File: src/hdl/button_debounce_menu_controller_assert.svh
// Assertion macros shared by the controller RTL.
`ifndef BUTTON_DEBOUNCE_MENU_CONTROLLER_ASSERT_SVH
`define BUTTON_DEBOUNCE_MENU_CONTROLLER_ASSERT_SVH

// Same-cycle implication, disabled in reset.
`define BDMC_ASSERT_NOW(label, clk, rst, ante, cons, msg) \
   label: assert property (@(posedge clk) disable iff (rst) (ante) |-> (cons)) else $error(msg);

// Next-cycle implication, disabled in reset.
`define BDMC_ASSERT_NEXT(label, clk, rst, ante, cons, msg) \
   label: assert property (@(posedge clk) disable iff (rst) (ante) |=> (cons)) else $error(msg);

`endif

File: src/hdl/bdmc_pkg.sv
`default_nettype none

package bdmc_pkg;

   // Fixed field widths
   localparam int TEMP_WIDTH = 12;
   localparam int CMP_WIDTH  = 17;
   localparam int CSR_ADDR_W = 5;
   localparam int CSR_DATA_W = 32;

   // Reset values of the registers
   localparam logic [7:0]                   PRESS_TICKS_RESET   = 8'd4;
   localparam logic [6:0]                   REPEAT_DELAY_RESET  = 7'd100;
   localparam logic [6:0]                   REPEAT_PERIOD_RESET = 7'd2;
   localparam logic signed [TEMP_WIDTH-1:0] TEMP_MAX_RESET      = 12'sd1000;
   localparam logic signed [TEMP_WIDTH-1:0] TEMP_MIN_RESET      = -12'sd300;

   // Serial command bytes
   localparam logic [7:0] CMD_UP    = 8'h77;
   localparam logic [7:0] CMD_DOWN  = 8'h73;
   localparam logic [7:0] CMD_ENTER = 8'h7a;

   // Register indexes
   localparam logic [2:0] REG_PRESS_TICKS   = 3'd0;
   localparam logic [2:0] REG_REPEAT_DELAY  = 3'd1;
   localparam logic [2:0] REG_REPEAT_PERIOD = 3'd2;
   localparam logic [2:0] REG_TEMP_MAX      = 3'd3;
   localparam logic [2:0] REG_TEMP_MIN      = 3'd4;

   typedef enum logic [1:0] {
      MENU_CURRENT  = 2'd0,
      MENU_SET_TEMP = 2'd1,
      MENU_SET_MODE = 2'd2
   } menu_state_type;

   typedef enum logic [2:0] {
      ACT_NONE,
      ACT_UP,
      ACT_DOWN,
      ACT_ENTER,
      ACT_HOLD_UP,
      ACT_HOLD_DOWN,
      ACT_HOLD_ENTER
   } act_type;

   typedef struct packed {
      logic       up_pin;
      logic       down_pin;
      logic       enter_pin;
      logic [7:0] serial_cmd;
   } req_word_type;

   typedef struct packed {
      logic [1:0]                   menu_state;
      logic signed [TEMP_WIDTH-1:0] pending_temperature;
      logic                         pending_mode;
      logic                         commit_temperature;
      logic                         commit_mode;
   } rsp_word_type;

   typedef struct packed {
      logic [7:0] press_ticks;
      logic [6:0] repeat_delay;
      logic [6:0] repeat_period;
   } btn_cfg_type;

   typedef struct packed {
      logic press;
      logic hold;
   } btn_fire_type;

   typedef struct packed {
      menu_state_type        menu;
      logic [TEMP_WIDTH-1:0] temp;
      logic                  mode;
      logic                  commit_t;
      logic                  commit_m;
   } menu_ctx_type;

   // Apply one action to the menu context
   function automatic menu_ctx_type menu_apply(
      input menu_ctx_type                 ctx,
      input act_type                      act,
      input logic signed [TEMP_WIDTH-1:0] tmax,
      input logic signed [TEMP_WIDTH-1:0] tmin
   );
      menu_ctx_type res;
      logic         step;
      logic         up;
      res  = ctx;
      step = 1'b0;
      up   = 1'b0;
      case (act)
         ACT_UP: begin
            step = 1'b1;
            up   = 1'b1;
         end
         ACT_DOWN: begin
            step = 1'b1;
         end
         ACT_HOLD_UP: begin
            if (ctx.menu == MENU_SET_TEMP) begin
               step = 1'b1;
               up   = 1'b1;
            end
         end
         ACT_HOLD_DOWN: begin
            if (ctx.menu == MENU_SET_TEMP) begin
               step = 1'b1;
            end
         end
         ACT_ENTER: begin
            if (ctx.menu == MENU_SET_TEMP) begin
               res.menu     = MENU_CURRENT;
               res.commit_t = 1'b1;
            end else if (ctx.menu == MENU_SET_MODE) begin
               res.menu     = MENU_CURRENT;
               res.commit_m = 1'b1;
            end
         end
         ACT_HOLD_ENTER: begin
            if (ctx.menu == MENU_CURRENT) begin
               res.menu = MENU_SET_MODE;
            end
         end
         default: ;
      endcase
      // Step the temperature or toggle the mode
      if (step) begin
         if (ctx.menu == MENU_CURRENT || ctx.menu == MENU_SET_TEMP) begin
            res.menu = MENU_SET_TEMP;
            if (up) begin
               if ($signed(ctx.temp) < tmax) begin
                  res.temp = ctx.temp + TEMP_WIDTH'(1);
               end
            end else begin
               if ($signed(ctx.temp) > tmin) begin
                  res.temp = ctx.temp - TEMP_WIDTH'(1);
               end
            end
         end else if (ctx.menu == MENU_SET_MODE) begin
            res.mode = ~ctx.mode;
         end
      end
      return res;
   endfunction

endpackage

`default_nettype wire

File: src/hdl/button_debounce_menu_controller.sv
// Channel  Direction  Handshake          Word
// req      in         req_valid/ready    req_word: up_pin, down_pin, enter_pin, serial_cmd
// rsp      out        rsp_valid/ready    rsp_word: menu_state, pending_temperature, ...
// csr      in         APB, pready high   5 registers at byte address 4*index
//
// One word per cycle while rsp is not stalled. An input register and a result
// register hold the word, with the serial action and six button actions chained between.
// Synchronous reset clears debounce counters, menu, temperature, mode and both stages;
// it presets the hold counters from the reset repeat delay.
// A stalled rsp holds the result; the input register takes one more word, then
// req_ready drops until rsp_ready returns.
`default_nettype none

module button_debounce_menu_controller
   import bdmc_pkg::*;
#(
   parameter int COUNT_WIDTH = 8
) (
   input  wire logic                  clock,
   input  wire logic                  reset,
   input  wire logic                  req_valid,
   output      logic                  req_ready,
   input  wire req_word_type          req_word,
   output      logic                  rsp_valid,
   input  wire logic                  rsp_ready,
   output      rsp_word_type          rsp_word,
   input  wire logic                  csr_psel,
   input  wire logic                  csr_penable,
   input  wire logic                  csr_pwrite,
   input  wire logic [CSR_ADDR_W-1:0] csr_paddr,
   input  wire logic [CSR_DATA_W-1:0] csr_pwdata,
   output      logic [CSR_DATA_W-1:0] csr_prdata,
   output      logic                  csr_pready
);

   `include "button_debounce_menu_controller_assert.svh"

   logic                         s1_valid_ff, s1_valid_in;
   req_word_type                 s1_word_ff;
   logic                         rsp_valid_ff, rsp_valid_in;
   rsp_word_type                 rsp_word_ff, rsp_word_in;
   menu_state_type               menu_ff, menu_in;
   logic [TEMP_WIDTH-1:0]        temp_ff, temp_in;
   logic                         mode_ff, mode_in;
   logic                         advance;
   logic                         csr_write;
   logic [2:0]                   csr_index;
   logic [7:0]                   press_ticks_ff;
   logic [6:0]                   repeat_delay_ff;
   logic [6:0]                   repeat_period_ff;
   logic signed [TEMP_WIDTH-1:0] temp_max_ff;
   logic signed [TEMP_WIDTH-1:0] temp_min_ff;
   btn_cfg_type                  btn_cfg;
   btn_fire_type                 fire_up, fire_down, fire_enter;
   act_type                      acts [7];
   menu_ctx_type                 ctx [8];

   // Configuration port
   assign csr_pready = 1'b1;
   assign csr_write  = csr_psel & csr_penable & csr_pwrite;
   assign csr_index  = csr_paddr[4:2];

   always_ff @(posedge clock) begin
      if (reset) begin
         press_ticks_ff   <= PRESS_TICKS_RESET;
         repeat_delay_ff  <= REPEAT_DELAY_RESET;
         repeat_period_ff <= REPEAT_PERIOD_RESET;
         temp_max_ff      <= TEMP_MAX_RESET;
         temp_min_ff      <= TEMP_MIN_RESET;
      end else if (csr_write) begin
         case (csr_index)
            REG_PRESS_TICKS:   press_ticks_ff   <= csr_pwdata[7:0];
            REG_REPEAT_DELAY:  repeat_delay_ff  <= csr_pwdata[6:0];
            REG_REPEAT_PERIOD: repeat_period_ff <= csr_pwdata[6:0];
            REG_TEMP_MAX:      temp_max_ff      <= csr_pwdata[TEMP_WIDTH-1:0];
            REG_TEMP_MIN:      temp_min_ff      <= csr_pwdata[TEMP_WIDTH-1:0];
            default: ;
         endcase
      end
   end

   always_comb begin
      case (csr_index)
         REG_PRESS_TICKS:   csr_prdata = CSR_DATA_W'(press_ticks_ff);
         REG_REPEAT_DELAY:  csr_prdata = CSR_DATA_W'(repeat_delay_ff);
         REG_REPEAT_PERIOD: csr_prdata = CSR_DATA_W'(repeat_period_ff);
         REG_TEMP_MAX:
            csr_prdata = {{(CSR_DATA_W-TEMP_WIDTH){temp_max_ff[TEMP_WIDTH-1]}}, temp_max_ff};
         REG_TEMP_MIN:
            csr_prdata = {{(CSR_DATA_W-TEMP_WIDTH){temp_min_ff[TEMP_WIDTH-1]}}, temp_min_ff};
         default:           csr_prdata = '0;
      endcase
   end

   // Handshake: process the held word whenever the result slot frees up
   assign advance     = s1_valid_ff & (~rsp_valid_ff | rsp_ready);
   assign req_ready   = ~s1_valid_ff | advance;
   assign s1_valid_in = (req_valid & req_ready) | (s1_valid_ff & ~advance);
   assign rsp_valid_in = advance | (rsp_valid_ff & ~rsp_ready);

   always_ff @(posedge clock) begin
      if (reset) begin
         s1_valid_ff  <= 1'b0;
         rsp_valid_ff <= 1'b0;
      end else begin
         s1_valid_ff  <= s1_valid_in;
         rsp_valid_ff <= rsp_valid_in;
      end
   end

   always_ff @(posedge clock) begin
      if (req_valid & req_ready) begin
         s1_word_ff <= req_word;
      end
      if (advance) begin
         rsp_word_ff <= rsp_word_in;
      end
   end

   // Button scanners
   assign btn_cfg.press_ticks   = press_ticks_ff;
   assign btn_cfg.repeat_delay  = repeat_delay_ff;
   assign btn_cfg.repeat_period = repeat_period_ff;

   bdmc_button #(.COUNT_WIDTH(COUNT_WIDTH)) u_btn_up (
      .clock   (clock),
      .reset   (reset),
      .advance (advance),
      .pin     (s1_word_ff.up_pin),
      .cfg     (btn_cfg),
      .fire    (fire_up)
   );

   bdmc_button #(.COUNT_WIDTH(COUNT_WIDTH)) u_btn_down (
      .clock   (clock),
      .reset   (reset),
      .advance (advance),
      .pin     (s1_word_ff.down_pin),
      .cfg     (btn_cfg),
      .fire    (fire_down)
   );

   bdmc_button #(.COUNT_WIDTH(COUNT_WIDTH)) u_btn_enter (
      .clock   (clock),
      .reset   (reset),
      .advance (advance),
      .pin     (s1_word_ff.enter_pin),
      .cfg     (btn_cfg),
      .fire    (fire_enter)
   );

   // Order the actions: serial byte first, then up, down, enter
   always_comb begin
      case (s1_word_ff.serial_cmd)
         CMD_UP:    acts[0] = ACT_UP;
         CMD_DOWN:  acts[0] = ACT_DOWN;
         CMD_ENTER: acts[0] = ACT_ENTER;
         default:   acts[0] = ACT_NONE;
      endcase
      acts[1] = fire_up.press    ? ACT_UP         : ACT_NONE;
      acts[2] = fire_up.hold     ? ACT_HOLD_UP    : ACT_NONE;
      acts[3] = fire_down.press  ? ACT_DOWN       : ACT_NONE;
      acts[4] = fire_down.hold   ? ACT_HOLD_DOWN  : ACT_NONE;
      acts[5] = fire_enter.press ? ACT_ENTER      : ACT_NONE;
      acts[6] = fire_enter.hold  ? ACT_HOLD_ENTER : ACT_NONE;
   end

   // Run the menu through the chain of actions
   always_comb begin
      ctx[0].menu     = menu_ff;
      ctx[0].temp     = temp_ff;
      ctx[0].mode     = mode_ff;
      ctx[0].commit_t = 1'b0;
      ctx[0].commit_m = 1'b0;
      for (int i = 0; i < 7; i++) begin
         ctx[i+1] = menu_apply(ctx[i], acts[i], temp_max_ff, temp_min_ff);
      end
      menu_in = ctx[7].menu;
      temp_in = ctx[7].temp;
      mode_in = ctx[7].mode;
      rsp_word_in.menu_state          = ctx[7].menu;
      rsp_word_in.pending_temperature = ctx[7].temp;
      rsp_word_in.pending_mode        = ctx[7].mode;
      rsp_word_in.commit_temperature  = ctx[7].commit_t;
      rsp_word_in.commit_mode         = ctx[7].commit_m;
   end

   // Menu state register
   always_ff @(posedge clock) begin
      if (reset) begin
         menu_ff <= MENU_CURRENT;
         temp_ff <= '0;
         mode_ff <= 1'b0;
      end else if (advance) begin
         menu_ff <= menu_in;
         temp_ff <= temp_in;
         mode_ff <= mode_in;
      end
   end

   assign rsp_valid = rsp_valid_ff;
   assign rsp_word  = rsp_word_ff;

   `BDMC_ASSERT_NEXT(a_result_follows, clock, reset, advance, rsp_valid_ff,
      "processed word did not produce a result")
   `BDMC_ASSERT_NEXT(a_state_holds, clock, reset, !advance,
      $stable(menu_ff) && $stable(temp_ff) && $stable(mode_ff),
      "menu state changed without a processed word")
   `BDMC_ASSERT_NEXT(a_input_holds, clock, reset, s1_valid_ff && !advance,
      s1_valid_ff && $stable(s1_word_ff), "held input word lost or changed")
   `BDMC_ASSERT_NOW(a_empty_ready, clock, reset, !s1_valid_ff, req_ready,
      "empty input register refused a word")

endmodule

`default_nettype wire

File: src/hdl/bdmc_button.sv
`default_nettype none

module bdmc_button
   import bdmc_pkg::*;
#(
   parameter int COUNT_WIDTH = 8
) (
   input  wire logic         clock,
   input  wire logic         reset,
   input  wire logic         advance,
   input  wire logic         pin,
   input  wire btn_cfg_type  cfg,
   output btn_fire_type      fire
);

   logic [COUNT_WIDTH-1:0] debounce_ff, debounce_in;
   logic                   done_ff, done_in;
   logic [COUNT_WIDTH-1:0] hold_ff, hold_in;
   logic [COUNT_WIDTH-1:0] hold_inc;
   logic [COUNT_WIDTH-1:0] hold_release;
   logic [COUNT_WIDTH-1:0] hold_start;
   logic [CMP_WIDTH-1:0]   neg_wait;
   logic [CMP_WIDTH-1:0]   neg_wait_reset;
   logic [CMP_WIDTH-1:0]   hold_ext;

   // Released value of the hold counter, now and at reset
   assign neg_wait       = CMP_WIDTH'(0) - CMP_WIDTH'(cfg.repeat_delay);
   assign neg_wait_reset = CMP_WIDTH'(0) - CMP_WIDTH'(REPEAT_DELAY_RESET);
   assign hold_release   = neg_wait[COUNT_WIDTH-1:0];
   assign hold_start     = neg_wait_reset[COUNT_WIDTH-1:0];

   assign hold_inc = hold_ff + COUNT_WIDTH'(1);
   assign hold_ext = {{(CMP_WIDTH-COUNT_WIDTH){hold_inc[COUNT_WIDTH-1]}}, hold_inc};

   // Debounce, fire the press once, then repeat the hold action
   always_comb begin
      debounce_in = debounce_ff;
      done_in     = done_ff;
      hold_in     = hold_ff;
      fire        = '0;
      if (pin) begin
         debounce_in = '0;
         done_in     = 1'b0;
         hold_in     = hold_release;
      end else if (CMP_WIDTH'(debounce_ff) < CMP_WIDTH'(cfg.press_ticks)) begin
         debounce_in = debounce_ff + COUNT_WIDTH'(1);
      end else begin
         fire.press = ~done_ff;
         done_in    = 1'b1;
         if ($signed(hold_ext) > $signed(CMP_WIDTH'(cfg.repeat_period))) begin
            hold_in   = '0;
            fire.hold = 1'b1;
         end else begin
            hold_in = hold_inc;
         end
      end
   end

   // Update only when the word is processed
   always_ff @(posedge clock) begin
      if (reset) begin
         debounce_ff <= '0;
         done_ff     <= 1'b0;
         hold_ff     <= hold_start;
      end else if (advance) begin
         debounce_ff <= debounce_in;
         done_ff     <= done_in;
         hold_ff     <= hold_in;
      end
   end

endmodule

`default_nettype wire

File: config.mk
export PLATFORM = sky130hd
export DESIGN_NAME = button_debounce_menu_controller
export DESIGN_NICKNAME = d
export VERILOG_FILES = /design/src/hdl/bdmc_pkg.sv /design/src/hdl/button_debounce_menu_controller.sv /design/src/hdl/bdmc_button.sv
export VERILOG_INCLUDE_DIRS = /design/src /design/src/hdl
export SDC_FILE = /design/constraint.sdc
export NUM_CORES = 1
export LEC_CHECK = 0
export BUFFER_PORTS_ARGS = -buffer_cell sky130_fd_sc_hd__buf_2
export CAP_MARGIN = 20
export CORE_MARGIN = 3
export CORE_UTILIZATION = 50
export CTS_CLUSTER_DIAMETER = 30
export CTS_CLUSTER_SIZE = 12
export DETAILED_ROUTE_END_ITERATION = 6
export PLACE_DENSITY_LB_ADDON = 0.12
export SLEW_MARGIN = 20
export SYNTH_ARGS = -nofsm -noshare
export SYNTH_HDL_FRONTEND = slang
export SYNTH_SLANG_ARGS = --single-unit
File: constraint.sdc
create_clock -name clock -period 17.2 [get_ports clock]
set_input_delay 1.72 -clock clock [delete_from_list [all_inputs] [get_ports clock]]
set_output_delay 1.72 -clock clock [all_outputs]
set_load 0.02 [all_outputs]
==> impl_metrics.toml <==
[finish]
n_fill_cell = 2081
drive_gt1_share_pct = 12.17
layout_common_cells = "166 x nor2_1, 126 x ha_1, 114 x dfxtp_1"
final_nets = 1589
num_antenna_cells = 0
final_cell_count_no_fill = 1701
area_growth_syn_to_layout_pct = 9.785
final_common_cell = "nor2_1"

[sta]
setup_viol = 0
maxSlewViolCount = 0
hold_viol = 0
worstMarginPinSlew_ns = 1.022
fin_tns_setup_ns = 0
maxSlewHeadroom_pct = 31.67
fmax_mhz = 64.26
whs_ns = 0.4798
final.setup_skew_ns = 0.01322
fin_crit_ns = 15.56
setup_ws_ns = 1.639
rsz0062_at_grt = "false"
period_share_pct = 90.47

[floorplanning]
coreArea_sq_um = 22030
die_area_sq_um = 24420
die_h_um = 156.3
io_pins = 107
start_util_pct = 51.26
die_x_um = 156.3
rows = 54

[clock_tree]
cts_buffers = 17
cts_hold_buffers = 0
insertion_delay_ns = 0.44
cts_tree = "done"
clockBufferDepth = 2
clockRootBuffer = "clkbuf_16"
cts.sinks = 142
cts_max_level = 4
clk_pin_slew_ns = 0.07

[synthesis]
synthFlopType = "dfxtp_1"
syn_nets = 1541
async_flop_share_pct = 0
synth_edf_count = 28
yosysUniqueCellTypes = 95
syn_inst = 1360
yosysWarnings = 0
ys_seq_area_share_pct = 27.66
ys_ff_latch = 142
netlist_area_sq_um = 11290
syn_area_per_cell_sq_um = 8.302

[placement]
io_buffers = 83
dp_hpwl_mm = 24.32
dpl_worst_slack_ns = 1.788
post-place-cells = 1669
place.gp.congestion = 1.009

[setup_path]
reg2reg_depth = 57
startpoint_type = "flop"
reg2reg_to = "temp_ff[11]$_SDFFE_PP0P_"
crit_buf_inv = 1
path_common_cell = "nand3_1"
regToRegSetupSlack_ns = 1.64
critical-path-max-stage-delay_ns = 0.63
crit_family = "simple AND/OR/NAND/NOR gates"
regToRegStartpoint = "s1_word_ff[7]$_DFFE_PP_"
critPathKind = "flop to flop"
critPathArrivalTime_ns = 15.90
cp-endpoint = "temp_ff[11]$_SDFFE_PP0P_"
crit_cells = 57
startpoint = "s1_word_ff[7]$_DFFE_PP_"
path_max_fanout = 19
cp-end-kind = "flop"
cp.required_ns = 17.54
cp_slowest_cell = "xnor2_1"

[global_route]
first_global_vias = 9509
grt_max_degree = 47
track_usage_pct = 26.35
grt_first_pass_wirelength_mm = 50.85
antenna_found_initial = 0
globalRouteOverflowTotal = 0

[outcome]
status = "completed"

[drt]
wl_per_cell_um = 18.88
drc = 0
drtPass1Iterations = 6
routed_wl_mm = 32.11
via_count = 10100
drt_iter0_drc = 829
avgViaCountPerCell = 5.935
route.antenna.remaining_nets = 0

[hold_path]
hp-class = "flop to flop"
hp-start = "temp_max_ff[1]$_SDFFE_PP0P_"

[power_and_ir_drop]
power.density_nw_per_um2 = 70.19
ir_drop_mv = 0.06723
leakage_nw = 5.285

[run]
cap_violations = 0
==> flip-flops by register name, summed over array words and instances, names as in the netlist, 8 cells and up <==
name                     count
press_ticks_ff               8
u_btn_enter.hold_ff          8
u_btn_up.hold_ff             8
temp_min_ff                 12
rsp_word                    17
s1_word_ff                  11
u_btn_enter.debounce_ff      8
temp_ff                     12
u_btn_down.hold_ff           8
temp_max_ff                 12
u_btn_down.debounce_ff       8
u_btn_up.debounce_ff         8
==> logic make-up (layout without fill, tap and decap cells) <==
logic type / after synthesis / in the layout / share of synthesized area, %
and+or+nand+nor: 529 / 529 / 23.50
xor gates and xnor gates: 92 / 92 / 7.569
other: 1 / 1 / 0.03321
AOI/OAI and AO/OA: 290 / 290 / 18.58
buffers and inverters: 146 / 207 / 5.641
DFF: 142 / 142 / 27.66
muxes: 34 / 34 / 3.047
adders and majority gates: 126 / 126 / 13.96
==> final cells by class <==
type,instances,area [sq um],share of cell area [%]
multi-input combinational,1072,7548,60.90
sequential,142,3123,25.19
timing repair buffer,91,475.5,3.836
clock buffer,18,429.2,3.462
tap,280,350.3,2.826
inverter,84,315.3,2.544
clock inverter,14,153.9,1.242
==> layer usage <==
metal	part of all wire [%]	GRT usage, %	vias to the layer above
li1	-	-	5022
met1	45	35.24	4720
met2	46	42.60	309
met3	6.2	4.314	45
met4	3.2	10.55	0
met5	0	0	-
==> cells in the mapped netlist (10+ instances only) <==
cell type | number | area [sq um]
xor2_1 | 41 | 359.1
buf_4 | 21 | 157.7
o211ai_1 | 18 | 135.1
nand4_1 | 31 | 193.9
nand3_1 | 50 | 250.2
or3_1 | 10 | 62.56
nor3_1 | 40 | 200.2
mux2i_1 | 31 | 310.3
and2_1 | 13 | 81.33
a21oi_1 | 52 | 260.3
nor2_1 | 166 | 623.1
a21o_1 | 11 | 82.58
nand2_1 | 112 | 420.4
nor2b_1 | 17 | 106.4
nand2b_1 | 18 | 112.6
a221oi_1 | 15 | 131.4
edfxtp_1 | 28 | 840.8
o21ai_0 | 47 | 235.2
ha_1 | 126 | 1577
and3_1 | 15 | 93.84
clkbuf_1 | 36 | 135.1
o21a_1 | 18 | 135.1
dfxtp_1 | 114 | 2282
a22oi_1 | 22 | 165.2
o22ai_1 | 10 | 62.56
inv_1 | 82 | 307.8
xnor2_1 | 46 | 402.9
a211oi_1 | 15 | 112.6
==> worst min path at each step <==
stage | to | slack, ns | cells past startpoint
after floorplan | temp_max_ff[10]$_SDFFE_PP0P_ | 0.45 | 2
after global placement | temp_max_ff[11]$_SDFFE_PP0P_ | 0.46 | 2
after detailed placement | temp_max_ff[1]$_SDFFE_PP0P_ | 0.47 | 2
after CTS | temp_max_ff[1]$_SDFFE_PP0P_ | 0.48 | 2
after global routing | temp_max_ff[1]$_SDFFE_PP0P_ | 0.49 | 2
final | temp_max_ff[1]$_SDFFE_PP0P_ | 0.48 | 2
==> worst reg2reg max path: cells and delay by family, from the launching register on <==
kind	cells	cell delay (ns)
AO/OA/AOI/OAI	19	4.20
XOR/XNOR	5	1.95
adder cells (fa/ha/maj)	5	1.75
AND/OR/NAND/NOR	27	7.08
buffers and inverters	1	0.13
flip-flops	1	0.36
==> repair_timing <==
action,CTS,global route
gates resized for setup,0,1
buffers inserted,0,0
setup endpoints to repair,0,2
==> where the power goes <==
group          internal, mW  switching (mW)  total (mW)
logic                0.0476          0.0843       0.132
clock network         0.216           0.161       0.377
registers             0.349          0.0114       0.361
==> metrics by stage <==
stage	area (sq um)	total power [mW]	utilization (%)
finish	12400	0.8700	56.28
global route	12400	0.9052	56.28
CTS	12390	0.8740	56.25
detailed placement	11810	0.4977	53.61
global placement	11810	0.4953	53.61
floorplan	11290	0.4618	-
Power figures use the tool's default switching activity.
